File: src/design/svm_ram.sv
module svm_ram #(
  parameter int WIDTH = 32,
  parameter int DEPTH = 8,
  localparam int AW = $clog2(DEPTH)
) (
  input  logic             clk,
  input  logic             we,
  input  logic [AW-1:0]    waddr,
  input  logic [WIDTH-1:0] wdata,
  input  logic [AW-1:0]    raddr,
  output logic [WIDTH-1:0] rdata
);

  logic [WIDTH-1:0] mem [DEPTH];

  always_ff @(posedge clk) begin
    if (we) begin
      mem[waddr] <= wdata;
    end
    rdata <= mem[raddr];
  end

endmodule

File: config.mk
export PLATFORM = sky130hd
export DESIGN_NAME = svm_ram
export DESIGN_NICKNAME = d
export VERILOG_FILES = /design/src/design/svm_ram.sv
export SDC_FILE = /design/constraint.sdc
export NUM_CORES = 1
export LEC_CHECK = 0
export BUFFER_PORTS_ARGS = -buffer_cell sky130_fd_sc_hd__buf_2
export CORE_MARGIN = 10
export CORE_UTILIZATION = 64
export CTS_CLUSTER_DIAMETER = 50
export DETAILED_ROUTE_END_ITERATION = 16
export PLACE_DENSITY = 0.84
export SLEW_MARGIN = 40
export SYNTH_ARGS = -nofsm -noshare
export SYNTH_HDL_FRONTEND = slang
export SYNTH_SLANG_ARGS = --single-unit
File: constraint.sdc
create_clock -name clk -period 4.6 [get_ports clk]
set_input_delay 0.46 -clock clk [delete_from_list [all_inputs] [get_ports clk]]
set_output_delay 0.46 -clock clk [all_outputs]
set_load 0.005 [all_outputs]
==> reports/metrics.cfg <==
[outcome]
status = complete, no violations

[timing]
slew_headroom_pct = 46.6
period_share_pct = 38.4
fin_worst_skew_ns = 0.00905
grt_setup_unrepaired = no
hold_viol = 0
tns_ns = 0
fmax_mhz = 566
setup_viol = 0
fin_crit_ns = 1.77
final-max-slew-violation-count = 0
tightest_slew_ns = 0.799
hold_ws_ns = 0.191

[floorplanning]
dieArea_mm2 = 0.0219
num_io_pins = 72
fp.dieH_um = 148
core-area_mm2 = 0.0159
initial_core_util_pct = 65.6
dieWidth_um = 148
rows = 46

[drt]
drt_iter0_drc = 319
ant_nets = 0
num_vias = 4457
viasPerCell = 5.96
wl_per_cell_um = 25.8
routed_wl_mm = 19.3
drc = 0
drtPass1Iterations = 4

[clocking]
root_buffer = clkbuf_16
clock_path_buffers = 3
clock_latency_ns = 0.53
cts_made_buffers = 29
cts_sinks = 288
htreeDepth = 1
clk_pin_slew_ns = 0.06
cts_resized = 0
postCtsHoldBufs = 0
cts_tree = done
post_cts_buffers = 0

[worst_setup_path]
cp.required_ns = 4.82
worstPathMaxFanout = 20
r2r_end = rdata[19]
reg2reg_slack_ns = 3.21
crit_arrival_ns = 1.98
reg2regPathDepth = 2
crit_path_cell_trace = buf_2 > nand2b_1 > nor2_4 > buf_4
crit_family = simple AND/OR/NAND/NOR gates
critPathSlowestCell = nor2_4
reg2reg_from = mem[1][19]
max_stage_delay_ns = 0.72
end_kind = register
startpoint_type = input port
cp_num_buf_inv = 2
path_class = input port to register

[place]
post-dp-hpwl_mm = 9.65
post_dp_cell_area_mm2 = 0.0111
gp_congestion = 0.676
numPortBuffers = 71

[synth]
ys_warn_count = 0
synth_cell_type_count = 13
ys_ff_latch = 288
avgSynthCellArea_um2 = 25.2
synth_top_cell_by_area = edfxtp_1
synth_fp_nets = 455
yosysTopAreaCellShare_pct = 73.4
netlist_area_mm2 = 0.0105
seq_area_frac_synth_pct = 79.6
syn_inst = 415
netlist_top_cells_area = edfxtp_1 73%, mux4_1 10%, dfxtp_1 6.1%

[pwr]
power_density_mw_per_mm2 = 464
p_leak_nw = 4.14
power_switching_share_pct = 19.7
power_w = 0.00562
p_seq_share_pct = 53.1
max-vdd-ir-drop_mv = 0.349
power_switching_w = 0.00111
p_int_w = 0.00452
pwr-share-clk_pct = 42.2
p_comb_share_pct = 4.7

[final_layout]
regArea_mm2 = 0.00833
drive_gt1_share_pct = 36.2
nNetsFinal = 548
final_common_cell = edfxtp_1
fillCellCount = 849
final_cell_mix = 256 x edfxtp_1, 68 x buf_2, 40 x mux4_1
fin_area_mm2 = 0.0121
multi_input_area_mm2 = 0.00207
syn2layout_area_growth_pct = 15.7

[min_path]
hold_class = input port to register
hold_path_end = mem[2][3]
whs_path_depth = 1
holdCritStartpoint = wdata[3]

[global_routing]
grt_max_degree = 65
grt_pass1_vias = 5016
grt_remaining_overflow = 0
track_usage_pct = 17.7
grt_pass1_wl_mm = 29.2
antenna_found_initial = 2

[job]
drv_cap = 0

==> routing by layer <==
| metal | routed length [um] | part of all wire (%) | GRT usage (%) |
|---|---|---|---|
| met4 | 246 | 1.3 | 4.31 |
| met5 | 11 | 0.057 | 0 |
| met3 | 1400 | 7.3 | 3.63 |
| met1 | 7370 | 38 | 22.2 |
| met2 | 10200 | 53 | 31.1 |
==> synth_stat cells (all sizes together) <==
cell type / number
edfxtp: 256
mux4: 64
dfxtp: 32
mux2: 32
buf: 17
nor2: 6
nand2b: 3
nand2: 2
nor3: 2
clkbuf: 1
==> registers in the layout (all words and copies together) (netlist names) <==
name,count
mem,256
rdata,32
==> per-stage QoR <==
stage	utilization [%]	worst slack, ns	instances
after floorplan	-	1.29	415
after global placement	69.6	2.13	693
after detailed placement	69.7	2.26	693
after CTS	76.0	2.81	747
after global routing	76.0	2.74	748
final	76.0	2.83	748
==> cells by family (layout without fill, tap and decap cells) <==
group | after synthesis | after routing | share of synthesized area (%)
simple gates | 13 | 13 | 0.562
mux | 96 | 96 | 18.6
other cells | 0 | 1 | 0
buf+inv | 18 | 134 | 1.22
flops | 288 | 288 | 79.6
==> area by class of cell <==
class                      count  share of cell area (%)
sequential                   288                    68.8
multi-input combinational    109                    17.1
clock buffer                  40                    6.83
timing repair buffer          80                    3.69
tap                          216                    2.23
clock inverter                14                    1.36
antenna                        1                  0.0207
==> power by group through the flow <==
| stage | registers, W | clock network, W | logic, W |
|---|---|---|---|
| 2_1_floorplan | 0.00303 | 0 | 0.000149 |
| 5_1_grt | 0.00299 | 0.00251 | 0.000287 |
| 4_1_cts | 0.00299 | 0.00241 | 0.000271 |
| 3_5_place_dp | 0.00304 | 0 | 0.000267 |
| 3_3_place_gp | 0.00303 | 0 | 0.000255 |
| 6_report | 0.00298 | 0.00237 | 0.000265 |
==> worst max path at each step <==
stage	startpoint	end	slack [ns]	cells past startpoint
finish	waddr[2]	mem[1][18]	2.83	4
global route	waddr[2]	mem[1][16]	2.74	4
CTS	waddr[2]	mem[1][16]	2.81	4
detailed placement	waddr[2]	mem[1][12]	2.26	4
global placement	raddr[2]	rdata[1]	2.13	4
floorplan	waddr[2]	mem[0][0]	1.29	2
Power figures use the tool's default switching activity.
